### src/rtl/vcc_pkg.sv
`timescale 1ns / 1ps
// ----------------------------------------------------------------------------
// vcc_pkg: shared types and constants of the vending coin controller
// Event codes, status codes, job word between front and back, price and
// denomination tables.
// ----------------------------------------------------------------------------
package vcc_pkg;

	// highest valid product number
	localparam logic [3:0] PRODUCT_COUNT = 4'd15;

	// job queue depth (power of two)
	localparam int QUEUE_DEPTH = 4;
	localparam int QUEUE_AW    = $clog2(QUEUE_DEPTH);

	typedef enum logic [1:0] {
		OP_SELECT = 2'd0,
		OP_INSERT = 2'd1,
		OP_SEND   = 2'd2,
		OP_NONE   = 2'd3
	} opcode_t;

	typedef enum logic [2:0] {
		ST_COIN_OK      = 3'd0,
		ST_COIN_REJECT  = 3'd1,
		ST_SELECTED     = 3'd2,
		ST_BAD_PRODUCT  = 3'd3,
		ST_VENDED       = 3'd4,
		ST_INSUFFICIENT = 3'd5,
		ST_NO_SELECTION = 3'd6,
		ST_CREDIT_FULL  = 3'd7
	} status_t;

	// back end sequencer states
	typedef enum logic [2:0] {
		B_IDLE,
		B_DIV,
		B_SUB,
		B_SPLIT,
		B_EMIT
	} back_state_t;

	// one job from the front to the back
	typedef struct packed {
		logic        vend;
		status_t     status;
		logic [3:0]  product;
		logic [15:0] change;
	} job_t;

	// price in cents of each product (entry 0 unused)
	function automatic logic [7:0] price_of(input logic [3:0] p);
		logic [7:0] r;
		case (p)
			4'd1:    r = 8'd200;
			4'd2:    r = 8'd175;
			4'd3:    r = 8'd155;
			4'd4:    r = 8'd125;
			4'd5:    r = 8'd105;
			4'd6:    r = 8'd90;
			4'd7:    r = 8'd65;
			4'd8:    r = 8'd45;
			4'd9:    r = 8'd20;
			4'd10:   r = 8'd35;
			4'd11:   r = 8'd10;
			4'd12:   r = 8'd5;
			4'd13:   r = 8'd15;
			4'd14:   r = 8'd15;
			4'd15:   r = 8'd5;
			default: r = 8'd0;
		endcase
		return r;
	endfunction

	// change denominations, largest first
	function automatic logic [7:0] denom_of(input logic [2:0] i);
		logic [7:0] r;
		case (i)
			3'd0:    r = 8'd200;
			3'd1:    r = 8'd100;
			3'd2:    r = 8'd50;
			3'd3:    r = 8'd10;
			3'd4:    r = 8'd5;
			default: r = 8'd0;
		endcase
		return r;
	endfunction

endpackage

### src/rtl/vcc_front.sv
`timescale 1ns / 1ps
// ----------------------------------------------------------------------------
// vcc_front: event decode and machine state
// Takes one event word per cycle while the job queue has room, keeps credit
// and selection, and turns each event into a job for the back end.
// ----------------------------------------------------------------------------
module vcc_front (
	input  logic          clk,
	input  logic          arst_n,
	input  logic          in_valid,
	output logic          in_ready,
	input  logic [1:0]    opcode,
	input  logic [7:0]    coin_value,
	input  logic [3:0]    product_number,
	input  logic          queue_full,
	output logic          job_push,
	output vcc_pkg::job_t job
);
	import vcc_pkg::*;

	logic [15:0] credit_q;
	logic [3:0]  sel_prod_q;
	logic        sel_valid_q;

	logic        accept;
	logic [16:0] coin_sum;
	logic [7:0]  price;
	logic        coin_ok;
	logic        prod_ok;

	logic [15:0] credit_d;
	logic [3:0]  sel_prod_d;
	logic        sel_valid_d;

	assign in_ready = !queue_full;
	assign accept   = in_valid && in_ready;

	assign coin_sum = {1'b0, credit_q} + {9'd0, coin_value};
	assign price    = price_of(sel_prod_q);
	assign coin_ok  = coin_value inside {8'd5, 8'd10, 8'd50, 8'd100, 8'd200};
	assign prod_ok  = (product_number != 4'd0) && (product_number <= PRODUCT_COUNT);

	// classify the event and work out the next state
	always_comb begin
		credit_d    = credit_q;
		sel_prod_d  = sel_prod_q;
		sel_valid_d = sel_valid_q;
		job_push    = 1'b0;
		job.vend    = 1'b0;
		job.status  = ST_COIN_OK;
		job.product = 4'd0;
		job.change  = 16'd0;
		if (accept) begin
			case (opcode_t'(opcode))
				OP_SELECT: begin
					job_push = 1'b1;
					if (prod_ok) begin
						sel_prod_d  = product_number;
						sel_valid_d = 1'b1;
						job.status  = ST_SELECTED;
					end else begin
						job.status = ST_BAD_PRODUCT;
					end
				end
				OP_INSERT: begin
					job_push = 1'b1;
					if (!coin_ok) begin
						job.status = ST_COIN_REJECT;
					end else if (coin_sum[16]) begin
						job.status = ST_CREDIT_FULL;
					end else begin
						credit_d   = coin_sum[15:0];
						job.status = ST_COIN_OK;
					end
				end
				OP_SEND: begin
					job_push = 1'b1;
					if (!sel_valid_q) begin
						job.status = ST_NO_SELECTION;
					end else if (credit_q < {8'd0, price}) begin
						job.status = ST_INSUFFICIENT;
					end else begin
						job.vend    = 1'b1;
						job.status  = ST_VENDED;
						job.product = sel_prod_q;
						job.change  = credit_q - {8'd0, price};
						credit_d    = 16'd0;
						sel_prod_d  = 4'd0;
						sel_valid_d = 1'b0;
					end
				end
				default: begin
					job_push = 1'b0;
				end
			endcase
		end
	end

	// machine state
	always_ff @(posedge clk or negedge arst_n) begin
		if (!arst_n) begin
			credit_q    <= 16'd0;
			sel_prod_q  <= 4'd0;
			sel_valid_q <= 1'b0;
		end else begin
			credit_q    <= credit_d;
			sel_prod_q  <= sel_prod_d;
			sel_valid_q <= sel_valid_d;
		end
	end

endmodule

### src/rtl/vcc_queue.sv
`timescale 1ns / 1ps
// ----------------------------------------------------------------------------
// vcc_queue: job queue between front and back
// Small first-in first-out buffer of job words.
// ----------------------------------------------------------------------------
module vcc_queue (
	input  logic          clk,
	input  logic          arst_n,
	input  logic          push,
	input  vcc_pkg::job_t push_data,
	output logic          full,
	input  logic          pop,
	output logic          valid,
	output vcc_pkg::job_t pop_data
);
	import vcc_pkg::*;

	job_t                entry_q [QUEUE_DEPTH];
	logic [QUEUE_AW-1:0] wr_ptr_q;
	logic [QUEUE_AW-1:0] rd_ptr_q;
	logic [QUEUE_AW:0]   count_q;

	assign full     = (count_q == (QUEUE_AW+1)'(QUEUE_DEPTH));
	assign valid    = (count_q != '0);
	assign pop_data = entry_q[rd_ptr_q];

	// storage
	always_ff @(posedge clk) begin
		if (push) begin
			entry_q[wr_ptr_q] <= push_data;
		end
	end

	// pointers and fill count
	always_ff @(posedge clk or negedge arst_n) begin
		if (!arst_n) begin
			wr_ptr_q <= '0;
			rd_ptr_q <= '0;
			count_q  <= '0;
		end else begin
			if (push) begin
				wr_ptr_q <= wr_ptr_q + 1'b1;
			end
			if (pop) begin
				rd_ptr_q <= rd_ptr_q + 1'b1;
			end
			case ({push, pop})
				2'b10:   count_q <= count_q + 1'b1;
				2'b01:   count_q <= count_q - 1'b1;
				default: count_q <= count_q;
			endcase
		end
	end

endmodule

### src/rtl/vcc_back.sv
`timescale 1ns / 1ps
// ----------------------------------------------------------------------------
// vcc_back: result generation and greedy change sequencer
// Pops jobs, splits vend change into denominations and drives the
// registered result word.
// ----------------------------------------------------------------------------
module vcc_back (
	input  logic          clk,
	input  logic          arst_n,
	input  logic          job_valid,
	input  vcc_pkg::job_t job,
	output logic          job_pop,
	output logic          out_valid,
	input  logic          out_ready,
	output logic [2:0]    status,
	output logic [3:0]    vended_product,
	output logic [7:0]    change_coin,
	output logic [8:0]    coin_count,
	output logic          last
);
	import vcc_pkg::*;

	back_state_t state_q, state_d;

	logic [15:0] rest_q;
	logic [3:0]  prod_q;
	logic [8:0]  q200_q;
	logic [7:0]  rest8_q;
	logic        c100_q, c50_q, c5_q;
	logic [2:0]  c10_q;
	logic [4:0]  mask_q;

	logic        out_valid_q;
	logic [2:0]  status_q;
	logic [3:0]  prod_out_q;
	logic [7:0]  coin_q;
	logic [8:0]  count_q;
	logic        last_q;

	logic        slot_free;
	logic [28:0] recip_prod;
	logic [16:0] mul200;
	logic [16:0] rest_sub;

	// small denomination split
	logic        c100, c50, c5;
	logic [7:0]  r1, r2, r3;
	logic [2:0]  c10;
	logic [7:0]  tens;

	// emit selection
	logic [2:0]  sel;
	logic [4:0]  rem_mask;
	logic [8:0]  sel_count;

	// output word load
	logic        emit;
	logic [2:0]  emit_status;
	logic [3:0]  emit_prod;
	logic [7:0]  emit_coin;
	logic [8:0]  emit_count;
	logic        emit_last;
	logic        mask_upd;

	assign slot_free = !out_valid_q || out_ready;

	// divide by 200: (rest >> 3) / 25 by reciprocal, exact for 13 bits
	assign recip_prod = 29'(rest_q[15:3]) * 29'd41944;

	// remainder after the 200 coins
	assign mul200   = 17'(q200_q) * 17'd200;
	assign rest_sub = {1'b0, rest_q} - mul200;

	// split of the remainder below 200
	always_comb begin
		c100 = (rest8_q >= 8'd100);
		r1   = c100 ? (rest8_q - 8'd100) : rest8_q;
		c50  = (r1 >= 8'd50);
		r2   = c50 ? (r1 - 8'd50) : r1;
		if (r2 >= 8'd40) begin
			c10 = 3'd4; tens = 8'd40;
		end else if (r2 >= 8'd30) begin
			c10 = 3'd3; tens = 8'd30;
		end else if (r2 >= 8'd20) begin
			c10 = 3'd2; tens = 8'd20;
		end else if (r2 >= 8'd10) begin
			c10 = 3'd1; tens = 8'd10;
		end else begin
			c10 = 3'd0; tens = 8'd0;
		end
		r3 = r2 - tens;
		c5 = (r3 >= 8'd5);
	end

	// largest denomination still owed
	always_comb begin
		sel = 3'd0;
		for (int i = 4; i >= 0; i--) begin
			if (mask_q[i]) begin
				sel = 3'(i);
			end
		end
		rem_mask = mask_q & ~(5'b00001 << sel);
		case (sel)
			3'd0:    sel_count = q200_q;
			3'd1:    sel_count = {8'd0, c100_q};
			3'd2:    sel_count = {8'd0, c50_q};
			3'd3:    sel_count = {6'd0, c10_q};
			3'd4:    sel_count = {8'd0, c5_q};
			default: sel_count = 9'd0;
		endcase
	end

	// next state
	always_comb begin
		state_d = state_q;
		case (state_q)
			B_IDLE: begin
				if (job_valid && slot_free && job.vend) begin
					state_d = B_DIV;
				end
			end
			B_DIV:   state_d = B_SUB;
			B_SUB:   state_d = B_SPLIT;
			B_SPLIT: state_d = B_EMIT;
			B_EMIT: begin
				if (slot_free && (mask_q == 5'd0 || rem_mask == 5'd0)) begin
					state_d = B_IDLE;
				end
			end
			default: state_d = B_IDLE;
		endcase
	end

	// sequencer outputs
	always_comb begin
		job_pop     = 1'b0;
		emit        = 1'b0;
		emit_status = ST_VENDED;
		emit_prod   = 4'd0;
		emit_coin   = 8'd0;
		emit_count  = 9'd0;
		emit_last   = 1'b1;
		mask_upd    = 1'b0;
		case (state_q)
			B_IDLE: begin
				if (job_valid && slot_free) begin
					job_pop     = 1'b1;
					emit        = !job.vend;
					emit_status = job.status;
				end
			end
			B_EMIT: begin
				if (slot_free) begin
					emit      = 1'b1;
					mask_upd  = 1'b1;
					emit_prod = prod_q;
					if (mask_q != 5'd0) begin
						emit_coin  = denom_of(sel);
						emit_count = sel_count;
						emit_last  = (rem_mask == 5'd0);
					end
				end
			end
			default: begin
				emit = 1'b0;
			end
		endcase
	end

	// control registers
	always_ff @(posedge clk or negedge arst_n) begin
		if (!arst_n) begin
			state_q     <= B_IDLE;
			out_valid_q <= 1'b0;
		end else begin
			state_q <= state_d;
			if (emit) begin
				out_valid_q <= 1'b1;
			end else if (out_ready) begin
				out_valid_q <= 1'b0;
			end
		end
	end

	// datapath registers
	always_ff @(posedge clk) begin
		if (job_pop) begin
			rest_q <= job.change;
			prod_q <= job.product;
		end
		if (state_q == B_DIV) begin
			q200_q <= recip_prod[28:20];
		end
		if (state_q == B_SUB) begin
			rest8_q <= rest_sub[7:0];
		end
		if (state_q == B_SPLIT) begin
			c100_q <= c100;
			c50_q  <= c50;
			c10_q  <= c10;
			c5_q   <= c5;
			mask_q <= {c5, (c10 != 3'd0), c50, c100, (q200_q != 9'd0)};
		end else if (mask_upd) begin
			mask_q <= rem_mask;
		end
		if (emit) begin
			status_q   <= emit_status;
			prod_out_q <= emit_prod;
			coin_q     <= emit_coin;
			count_q    <= emit_count;
			last_q     <= emit_last;
		end
	end

	assign out_valid      = out_valid_q;
	assign status         = status_q;
	assign vended_product = prod_out_q;
	assign change_coin    = coin_q;
	assign coin_count     = count_q;
	assign last           = last_q;

endmodule

### src/rtl/vending_coin_controller_core.sv
`timescale 1ns / 1ps
// ----------------------------------------------------------------------------
// vending_coin_controller_core: vending controller with greedy change
// Top level: event front end, job queue, change back end.
// ----------------------------------------------------------------------------
// Each input word is one event (select, insert coin, send). The front end
// decodes it and updates credit and selection in the cycle it is taken, so
// events enter back to back while a four-entry job queue has room. A select,
// insert or refused send yields one registered result word once the back end
// takes it from the queue. A vend yields 1 to 5 change words: the change
// sequencer steps through reciprocal divide by 200, remainder and small-coin
// split, then issues the change words in turn, each once the output has room.
module vending_coin_controller_core (
	input  logic        clk,
	input  logic        arst_n,
	input  logic        s_tvalid,
	output logic        s_tready,
	input  logic [15:0] s_tdata,  // opcode[1:0], coin_value[9:2], product_number[13:10]
	output logic        m_tvalid,
	input  logic        m_tready,
	output logic [23:0] m_tdata,  // status[2:0], vended_product[6:3],
	                              // change_coin[14:7], coin_count[23:15]
	output logic        m_tlast
);
	import vcc_pkg::*;

	job_t front_job;
	job_t back_job;
	logic job_push;
	logic job_pop;
	logic queue_full;
	logic queue_valid;

	logic [2:0] status;
	logic [3:0] vended_product;
	logic [7:0] change_coin;
	logic [8:0] coin_count;

	// event decode
	vcc_front u_front (
		.clk            (clk),
		.arst_n         (arst_n),
		.in_valid       (s_tvalid),
		.in_ready       (s_tready),
		.opcode         (s_tdata[1:0]),
		.coin_value     (s_tdata[9:2]),
		.product_number (s_tdata[13:10]),
		.queue_full     (queue_full),
		.job_push       (job_push),
		.job            (front_job)
	);

	// job queue
	vcc_queue u_queue (
		.clk       (clk),
		.arst_n    (arst_n),
		.push      (job_push),
		.push_data (front_job),
		.full      (queue_full),
		.pop       (job_pop),
		.valid     (queue_valid),
		.pop_data  (back_job)
	);

	// result and change generation
	vcc_back u_back (
		.clk            (clk),
		.arst_n         (arst_n),
		.job_valid      (queue_valid),
		.job            (back_job),
		.job_pop        (job_pop),
		.out_valid      (m_tvalid),
		.out_ready      (m_tready),
		.status         (status),
		.vended_product (vended_product),
		.change_coin    (change_coin),
		.coin_count     (coin_count),
		.last           (m_tlast)
	);

	assign m_tdata = {coin_count, change_coin, vended_product, status};

endmodule

### config.mk
export PLATFORM = sky130hd
export DESIGN_NAME = vending_coin_controller_core
export DESIGN_NICKNAME = d
export VERILOG_FILES = /design/src/rtl/vcc_pkg.sv /design/src/rtl/vcc_front.sv /design/src/rtl/vcc_queue.sv /design/src/rtl/vcc_back.sv /design/src/rtl/vending_coin_controller_core.sv
export SDC_FILE = /design/constraint.sdc
export NUM_CORES = 1
export LEC_CHECK = 0
export BUFFER_PORTS_ARGS = -buffer_cell sky130_fd_sc_hd__buf_4
export CAP_MARGIN = 15
export CORE_UTILIZATION = 45
export CTS_BUF_LIST = sky130_fd_sc_hd__clkbuf_4
export CTS_CLUSTER_SIZE = 14
export DETAILED_ROUTE_END_ITERATION = 10
export MAX_ROUTING_LAYER = met4
export PLACE_DENSITY = 0.65
export SLEW_MARGIN = 20
export SYNTH_ARGS = -nofsm -noshare
export SYNTH_HDL_FRONTEND = slang
export SYNTH_SLANG_ARGS = --single-unit
### constraint.sdc
create_clock -name clk -period 8 [get_ports clk]
set_input_delay 1.6 -clock clk [delete_from_list [all_inputs] [get_ports clk]]
set_output_delay 1.6 -clock clk [all_outputs]
set_load 0.01 [all_outputs]
== After elaboration in Yosys (flattened, before gate mapping) ==
Memory sizes are Yosys's and may differ from the RTL's.
Cells that the tools add are included.
Word-level totals
  output and inout port bits: 27
  bits in read-only memories: 128
  RAM bits: 96
  register bits: 105
  input bits: 20
  word-level logic and storage cells: 168
  memories: 2
Operators by class
  $lt $le $gt $ge: 9
  reduce and logical (&&, ||, !) cells: 34
  muxes and demuxes: 61
  multipliers: 2
  shift operators: 1
  eq/ne operators: 25
  add/sub/neg operators: 10
  bitwise operators: 2
Memories
  (name not given): depth 16, bits a word 8, rd ports 1, clocked after Yosys merged registers in 0, write ports 0, line vcc_pkg.sv:54  | case (p)
  u_queue.entry_q: depth 4, bits a word 24, rd ports 1, clocked after Yosys merged registers in 0, write ports 1, line vcc_queue.sv:18  | job_t entry_q [QUEUE_DEPTH];
Operators by type and width (number)
  $mux 16: 4
  $mux 20: 3
  $pmux 9 s5: 1
  $mux 8: 5
  $pmux 8 s5: 1
  $mux 3: 13
  $pmux 16 s2: 1
  $mul 13x13->26 const B: 1
  $mux 24: 1
  $mux 1: 20
  $add 16x8->17: 1
  $ge 8x5->1 const B: 2
  $ge 8x6->1 const B: 2
  $lt 16x8->1: 1
  $mux 4: 4
  $sub 16x8->16: 1
  $sub 8x8->8: 2
  $pmux 3 s5: 1
  $eq 3x2->1 const B: 4
  $logic_not 5->1: 2
  $mux 5: 2
  $ne 2x1->1 const B: 5
  $reduce_bool 2->1: 5
  $reduce_bool 5->1: 2
  40 further kinds: 60

== Logic depth before layout (Yosys ltp) ==
Gate-level depths: netlist of run 1.
  depth in word-level cells: 13
  gate-level depth with buffers: 26
  gate-level depth less buffers: 26

== Hierarchy ==
Synthesis of run 1 repeated with hierarchy kept, for this count alone.
Unflattened totals
  cells, all modules: 1086
  area total of the unflattened synthesis: 13275.2 um2
Modules (own cells, without submodules)
  vcc_back: cells each 626, instances 1, area an instance 6896.6 um2, sequential area each 2292.2 um2
  vcc_queue: cells each 162, instances 1, area an instance 3908.7 um2, sequential area each 3057.9 um2
  vcc_front: cells each 298, instances 1, area an instance 2469.9 um2, sequential area each 525.5 um2

== Worst setup path after synthesis of run 1 ==
Ideal clock, no wire load.
  kind: register -> register
  start: register u_back.rest8_q[2]
  end: register u_back.mask_q[4] (data pin)
  period minus slack after synthesis: 4.898 ns
  arrival time: 4.642 ns
  cell stages (with the launch flop): 25
  data required time: 7.744 ns
  setup slack: 3.102 ns
  path buffers: 0
  cells stage by stage: edfxtp_1 -> inv_1 -> ha_1 -> nand2b_1 -> a21o_1 -> nor2_2 -> xnor2_1 -> inv_1 -> ha_1 -> nor2b_1 -> o41a_4 -> nor2_4 -> inv_4 -> a31oi_4 -> inv_1 -> a21oi_1 -> ha_1 -> fa_1 -> inv_1 -> a21oi_1 -> nand2_1 -> or4b_2 -> nor3_1 -> o31ai_2 -> a22o_1
Between the ends
  longest elaborated chain between the ends: 12
  elaborated cells on any way between the ends: 17
Ends and longest elaborated chain
  start, declared: line vcc_back.sv:28  | logic [7:0] rest8_q;
  start signal, assigned: line vcc_back.sv:196  | rest8_q <= rest_sub[7:0];
  $sub 8x7->8 or $ge 8x7->1 (tied branches): line vcc_back.sv:77, vcc_back.sv:76
  $mux 8 *: line vcc_back.sv:77  | r1 = c100 ? (rest8_q - 8'd100) : rest8_q;
  $ge 8x6->1 *: line vcc_back.sv:78  | c50 = (r1 >= 8'd50);
  named net u_back.c50: line vcc_back.sv:46  | logic c100, c50, c5;
  $mux 8 *: line vcc_back.sv:79  | r2 = c50 ? (r1 - 8'd50) : r1;
  $ge 8x4->1: line vcc_back.sv:86  | end else if (r2 >= 8'd10) begin
  $mux 4: line vcc_back.sv:86
  $mux 8: line vcc_back.sv:84  | end else if (r2 >= 8'd20) begin
  $mux 8: line vcc_back.sv:82  | end else if (r2 >= 8'd30) begin
  $mux 8: line vcc_back.sv:80  | if (r2 >= 8'd40) begin
  $sub 8x8->8 *: line vcc_back.sv:91  | r3 = r2 - tens;
  $ge 8x3->1 *: line vcc_back.sv:92  | c5 = (r3 >= 8'd5);
  named net u_back.c5: line vcc_back.sv:46
  $mux 5 *: line vcc_back.sv:198  | if (state_q == B_SPLIT) begin
  end signal, assigned: line vcc_back.sv:203  | mask_q <= {c5, (c10 != 3'd0), c50, c100, (q200_q != 9'd0)};
  end signal, assigned: line vcc_back.sv:205  | mask_q <= rem_mask;
  end, declared: line vcc_back.sv:31  | logic [4:0] mask_q;
Mark *: on every way through the listed nets, which the timed path passes. The rest lies on a longest branch.
A chain may end at the register's enable or synchronous reset.

== Worst setup path after layout of run 1 ==
Ends and elaborated chain as after synthesis.

==> impl_metrics.yaml, run 1 <==
run_status:
  outcome: "completed"
synthesis:
  ys_async_sr_fraction: 0.159
  yosysSeqAreaShare: 0.454
  yosys-top-cells-count: "edfxtp_1 (169), inv_1 (151), ha_1 (131), fa_1 (62), nor2_1 (58)"
  yosys_warnings: 0
  synth_top_family_by_area: "adder cells"
  synth_area_um2: 12900
  ys_seq_elements: 201
  synthCells: 1064
  netlist.area_leader.share: 0.392
  synth.distinct_cells: 81
  syn_avg_cell_area_um2: 12.2
  synthAdderAreaFrac: 0.225
  synth_nets: 1277
  synth-compound-area-share: 0.0897
  synth_flop_cell: "edfxtp_1"
  yosys.area_share.simple: 0.107
  synthXorXnorAreaFrac: 0.0251
  synth.most_common_cell: "edfxtp_1"
  synth-edff-count: 169
  synthMuxAreaShare: 0.0470
  ys_top_cells_by_area: "edfxtp_1 (39%), ha_1 (13%), fa_1 (9.6%)"
  synth_top_cell_by_area: "edfxtp_1"
worst_setup_path:
  crit_buf_inv: 5
  setup.worst_path.start_class: "register"
  path_delay_family: "compound AO/OA/AOI/OAI gates"
  slowest_stage: "a2111oi_0"
  cp_max_fo: 5
  critPathCaptureType: "register"
  crit_required_ns: 8.39
  max_stage_delay_ns: 0.59
  crit_arrival_ns: 6.01
  worstSetupPathDepth: 25
  path_class: "register to register"
  reg2regPathDepth: 25
placed_design:
  portBuffers: 44
  dp_hpwl_um: 18100
  gp_congestion: 0.846
die:
  fp.dieH_um: 172
  die_x_um: 172
  ios: 47
  die_area_um2: 29400
  rows: 61
  coreArea_um2: 28000
  initial_utilization: 0.462
timing:
  finalSetupViolCount: 0
  max_freq_ghz: 0.178
  relSlewSlack: 0.409
  hold_violations: 0
  tns_ns: 0
  slew_violations: 0
  rsz0062_at_grt: "false"
  period_minus_slack_ns: 5.62
  min_period_over_period: 0.702
  tightest_slew_ns: 0.886
  clock_skew_ns: 0.0798
  whs_ns: 0.438
clock_network:
  cts_resized: 0
  postCtsSetupBuffers: 0
  cts_tree: "done"
  cts_buffers: 50
  cts.sinks: 201
  insertion_delay_ns: 0.67
  htree_levels: 2
  cts_root_buffer: "clkbuf_4"
  postCtsHoldBufs: 0
  clock_path_buffers: 3
  clk_pin_slew_worst_paths_ns: 0.07
cells_and_area:
  layout-drive-gt1-share: 0.161
  num_antenna_cells: 0
  syn_to_final_growth_pct: 11.0
  final_net_count: 1362
detailed_routing:
  totalWireLength_um: 23900
  drtAntennaViolNets: 0
  dr.first_iter.drc_count: 448
  wl_per_cell_um: 15.2
  via_per_inst: 5.19
  drc: 0
  dr.pass1.iters: 4
  vias: 8129
grt:
  antenna_found_initial: 0
  grt_overflow_total: 0
  grt_max_degree: 33
  grt.total_usage: 0.182
  grt_pass1_wl_um: 40800
  grt_pass1_vias: 8348
run:
  maxCapViolCount: 0
hold_path:
  min_delay_path_depth: 0
  hold_path.class: "register to register"
## registers in the layout, indices dropped and copies added (netlist names), 4 cells and up
register,flops
u_back.q200_q,9
u_front.sel_prod_q,4
u_back.rest8_q,8
u_back.mask_q,5
u_back.coin_count,9
u_back.prod_q,4
u_queue.entry_q,96
u_front.credit_q,16
u_back.change_coin,8
u_back.vended_product,4
u_back.rest_q,16
## logic make-up after synthesis
group	after synthesis
AND/OR/NAND/NOR	253
flip-flops	201
adder cells (fa/ha/maj)	196
AO/OA/AOI/OAI	174
buffers and inverters	174
XOR/XNOR	37
multiplexers	29
## cells in the final DEF (no fill, tap or decap), types with 18 or more instances in the layout
cell,instances
inv_1,151
clkbuf_4,73
and2_1,18
a21oi_1,56
edfxtp_1,169
buf_4,54
mux4_2,24
o21ai_0,31
xnor2_1,29
nor3_1,19
nor2_1,58
fa_1,62
dfrtp_1,32
ha_1,131
nand2_1,46
## layout make-up
| class | instances | area (um^2) |
|---|---|---|
| inverter | 153 | 577 |
| fill | 2489 | 13700 |
| clock buffer | 73 | 548 |
| multi-input combinational | 689 | 6390 |
| sequential | 201 | 5880 |
| clock inverter | 18 | 82.6 |
| tap | 378 | 473 |
| timing repair buffer | 54 | 405 |
## worst paths after layout
| check | startpoint | end | slack (ns) |
|---|---|---|---|
| worst min-delay path | u_back.rest_q[1]$_DFFE_PP_ | u_back.rest8_q[1]$_DFFE_PP_ | 0.44 |
| worst max register to register | u_back.rest8_q[2]$_DFFE_PP_ | u_back.mask_q[4]$_DFFE_PP_ | 2.38 |
| worst max-delay path | u_back.rest8_q[2]$_DFFE_PP_ | u_back.mask_q[4]$_DFFE_PP_ | 2.38 |
| worst min register to register | u_back.rest_q[1]$_DFFE_PP_ | u_back.rest8_q[1]$_DFFE_PP_ | 0.44 |
| min in group asynchronous | arst_n | u_front.credit_q[7]$_DFFE_PN0P_ | 0.88 |
| max in group asynchronous | arst_n | u_queue.rd_ptr_q[1]$_DFFE_PN0P_ | 6.73 |
## metal layers
layer	track usage	vias up	share of wire
li1	-	4013	-
met1	0.239	3953	0.47
met2	0.292	134	0.48
met3	0.0308	29	0.034
met4	0.0481	0	0.014
met5	-	-	0
## through the flow
stage	setup slack [ns]	std cells	utilization	cell area [um^2]
after floorplan	3.10	1064	-	12900
after global placement	2.50	1475	0.490	13700
after detailed placement	2.45	1475	0.490	13700
after CTS	2.38	1566	0.512	14400
after global routing	1.90	1566	0.512	14400
final	2.38	1566	0.512	14400
Power of run 1 is left out: the tool's default activity adds up to more than one toggle a clock period on the data nets, which glitch-free logic cannot reach.
==> run 2, diff against run 1 <==
--- a/config.mk
+++ b/config.mk
@@ -5,6 +5,7 @@
 export SDC_FILE = /design/constraint.sdc
 export NUM_CORES = 1
 export LEC_CHECK = 0
+export ABC_AREA = 1
 export BUFFER_PORTS_ARGS = -buffer_cell sky130_fd_sc_hd__buf_4
 export CAP_MARGIN = 15
 export CORE_UTILIZATION = 45
@@ -12,7 +13,7 @@
 export CTS_CLUSTER_SIZE = 14
 export DETAILED_ROUTE_END_ITERATION = 10
 export MAX_ROUTING_LAYER = met4
-export PLACE_DENSITY = 0.65
+export PLACE_DENSITY = 0.67
 export SLEW_MARGIN = 20
 export SYNTH_ARGS = -nofsm -noshare
 export SYNTH_HDL_FRONTEND = slang
==> constraint.sdc (replaced) <==
create_clock -name clk -period 4.65 [get_ports clk]
set_input_delay 0.93 -clock clk [delete_from_list [all_inputs] [get_ports clk]]
set_output_delay 0.93 -clock clk [all_outputs]
set_load 0.01 [all_outputs]
==> run 2 against run 1 <==
  * The run now ends with setup timing left
  * Worst hold slack got worse by 0.24 ns
  * Synthesized cell count rose by 28%
  * Area after synthesis rose by 3.9%
  * Via count rose by 19%
  * Clock skew fell by 0.024 ns
  * Global-route usage rose by 0.88 points
  * Highest routed layer unchanged
  * Die area rose by 3.9%
  * Worst setup slack got worse by 2.4 ns
  * Count of clock-buffer cells in the layout rose by 9
  * First-iteration DRC count rose by 0.22%
==> impl_metrics.yaml, run 2 <==
run_status:
  outcome: "finished, violations left"
  violations: "setup timing"
timing:
  max_freq_ghz: 0.214
  relSlewSlack: 0.393
  final.setup.worst_slack_ns: -0.0249
  finalSetupViolCount: 2
  period_minus_slack_ns: 4.67
  rsz0062_at_grt: "true"
  tightest_slew_ns: 0.907
  clock_skew_ns: 0.0556
  min_period_over_period: 1.01
  slew_violations: 0
  hold_violations: 0
clock_network:
  cts_tree: "done"
  clock_path_buffers: 3
  htree_levels: 2
  cts_buffers: 52
  postCtsHoldBufs: 0
  clk_pin_slew_worst_paths_ns: 0.06
  insertion_delay_ns: 0.67
  cts.sinks: 201
  cts_root_buffer: "clkbuf_4"
worst_setup_path:
  path_delay_family: "adder cells"
  crit_required_ns: 5.03
  crit_arrival_ns: 5.05
  slowest_stage: "fa_1"
  crit_buf_inv: 3
  cp_max_fo: 4
  max_stage_delay_ns: 0.53
  critPathCaptureType: "register"
  crit_top_cell: "fa_1"
  setup.worst_path.start_class: "register"
  path_class: "register to register"
  crit_path_cell_trace: "buf_6 > fa_1 > ha_4 > inv_1 > fa_1 > inv_1 > fa_1 > fa_1 > ha_4 > a21oi_2 > o21ai_1 > o21bai_2 > a21o_1 > a21o_1 > nand2_1 > nand2_2 > nand2_1 > nand2_1 > xor2_1"
synthesis:
  yosys-top-cells-count: "inv_1 (215), nand2_1 (184), edfxtp_1 (169), nor2_1 (152), ha_1 (131)"
  synth_nets: 1577
  yosys_warnings: 0
  netlist.area_leader.share: 0.378
  ys_top_cells_by_area: "edfxtp_1 (38%), ha_1 (12%), fa_1 (9.2%)"
  synthCells: 1364
  synth.distinct_cells: 53
  synth_flop_cell: "edfxtp_1"
  ys_async_sr_fraction: 0.159
  yosysSeqAreaShare: 0.437
  syn_avg_cell_area_um2: 9.85
  synth.most_common_cell: "inv_1"
  ys_seq_elements: 201
  synth-edff-count: 169
  synth_top_cell_by_area: "edfxtp_1"
  synth_area_um2: 13400
grt:
  antenna_found_initial: 1
  grt_overflow_total: 0
  grt_pass1_vias: 9776
  grt.total_usage: 0.191
  grt_max_degree: 51
  grt_pass1_wl_um: 45900
detailed_routing:
  dr.pass1.iters: 5
  drtAntennaViolNets: 0
  via_per_inst: 5.04
  drc: 0
  wl_per_cell_um: 14.2
  vias: 9685
  totalWireLength_um: 27400
  dr.first_iter.drc_count: 449
cells_and_area:
  final_cell_mix: "inv_1 (208), nand2_1 (180), edfxtp_1 (169)"
  largest_reg_flops: 96
  regMostFlops: "u_queue.entry_q"
  layout_commonest_cell: "inv_1"
  reg_top3: "u_queue.entry_q (96), u_back.rest_q (16), u_front.credit_q (16)"
  postLayoutCellArea_um2: 15500
  layout-drive-gt1-share: 0.191
  syn_to_final_growth_pct: 15.4
  final_net_count: 1707
die:
  die_area_um2: 30600
  die_x_um: 175
  ios: 47
  fp.dieH_um: 175
  coreArea_um2: 29000
  initial_utilization: 0.463
  rows: 62
run:
  maxCapViolCount: 0
placed_design:
  gp_congestion: 0.888
  portBuffers: 44
  postPlaceCellArea_um2: 14500
  dp_hpwl_um: 20300
hold_path:
  hold_path.class: "primary input to asynchronous set/reset pin"
-- run 2: logic make-up after synthesis --
group                      Yosys count  synth area share
adders and majority gates          193             0.214
DFF                                201             0.437
and+or+nand+nor                    458             0.154
AOI/OAI and AO/OA                  210            0.0898
buffers and inverters              252            0.0720
xor gates and xnor gates            50            0.0326
-- run 2: final cells by class --
class | count | area, um^2
Clock inverter | 14 | 66.3
Inverter | 229 | 861
Clock buffer | 82 | 616
Tap cell | 384 | 480
Antenna cell | 1 | 2.50
Fill cell | 2613 | 13500
Sequential cell | 201 | 5880
Timing Repair Buffer | 99 | 777
Multi-Input combinational cell | 911 | 6830
-- run 2: final timing paths --
| kind | startpoint | end | slack, ns | cells after the start |
|---|---|---|---|---|
| max | u_back.rest_q[11]$_DFFE_PP_ | u_back.q200_q[3]$_DFFE_PP_ | -0.02 | 19 |
| max in group asynchronous | arst_n | u_queue.count_q[0]$_DFFE_PN0P_ | 4.08 | 1 |
| min in group clk | u_back.rest_q[1]$_DFFE_PP_ | u_back.rest8_q[1]$_DFFE_PP_ | 0.42 | 0 |
| max reg2reg | u_back.rest_q[11]$_DFFE_PP_ | u_back.q200_q[3]$_DFFE_PP_ | -0.02 | 19 |
| min | arst_n | u_queue.wr_ptr_q[0]$_DFFE_PN0P_ | 0.20 | 1 |
| min reg2reg | u_back.rest_q[1]$_DFFE_PP_ | u_back.rest8_q[1]$_DFFE_PP_ | 0.42 | 0 |
-- run 2: repair_timing --
| action | 4_1_cts | 5_1_grt |
|---|---|---|
| gates resized for setup | 19 | 33 |
| buffers inserted | 10 | 5 |
| endpoints found under the setup margin | 5 | 58 |
| endpoints found under the hold margin | 0 | 0 |
| pin swaps | 19 | 13 |
-- run 2: metrics by stage --
step                      cells  hold slack [ns]  setup TNS, ns  setup WS [ns]   util
after global placement     1809            0.401         -0.292         -0.101  0.498
after floorplan            1364            0.400              0          0.132      -
after CTS                  1915            0.170              0        0.00152  0.529
after detailed placement   1809            0.405         -0.368         -0.129  0.498
final                      1921            0.200        -0.0479        -0.0249  0.534
after global routing       1921            0.188         -0.691         -0.205  0.534
-- run 2: routing by layer --
metal	vias to the layer above	track usage	share of wire
li1	4869	-	-
met1	4559	0.230	0.44
met2	203	0.325	0.49
met3	54	0.0307	0.043
met4	0	0.0609	0.023
met5	-	-	0
Power of run 2 is left out for the same reason.
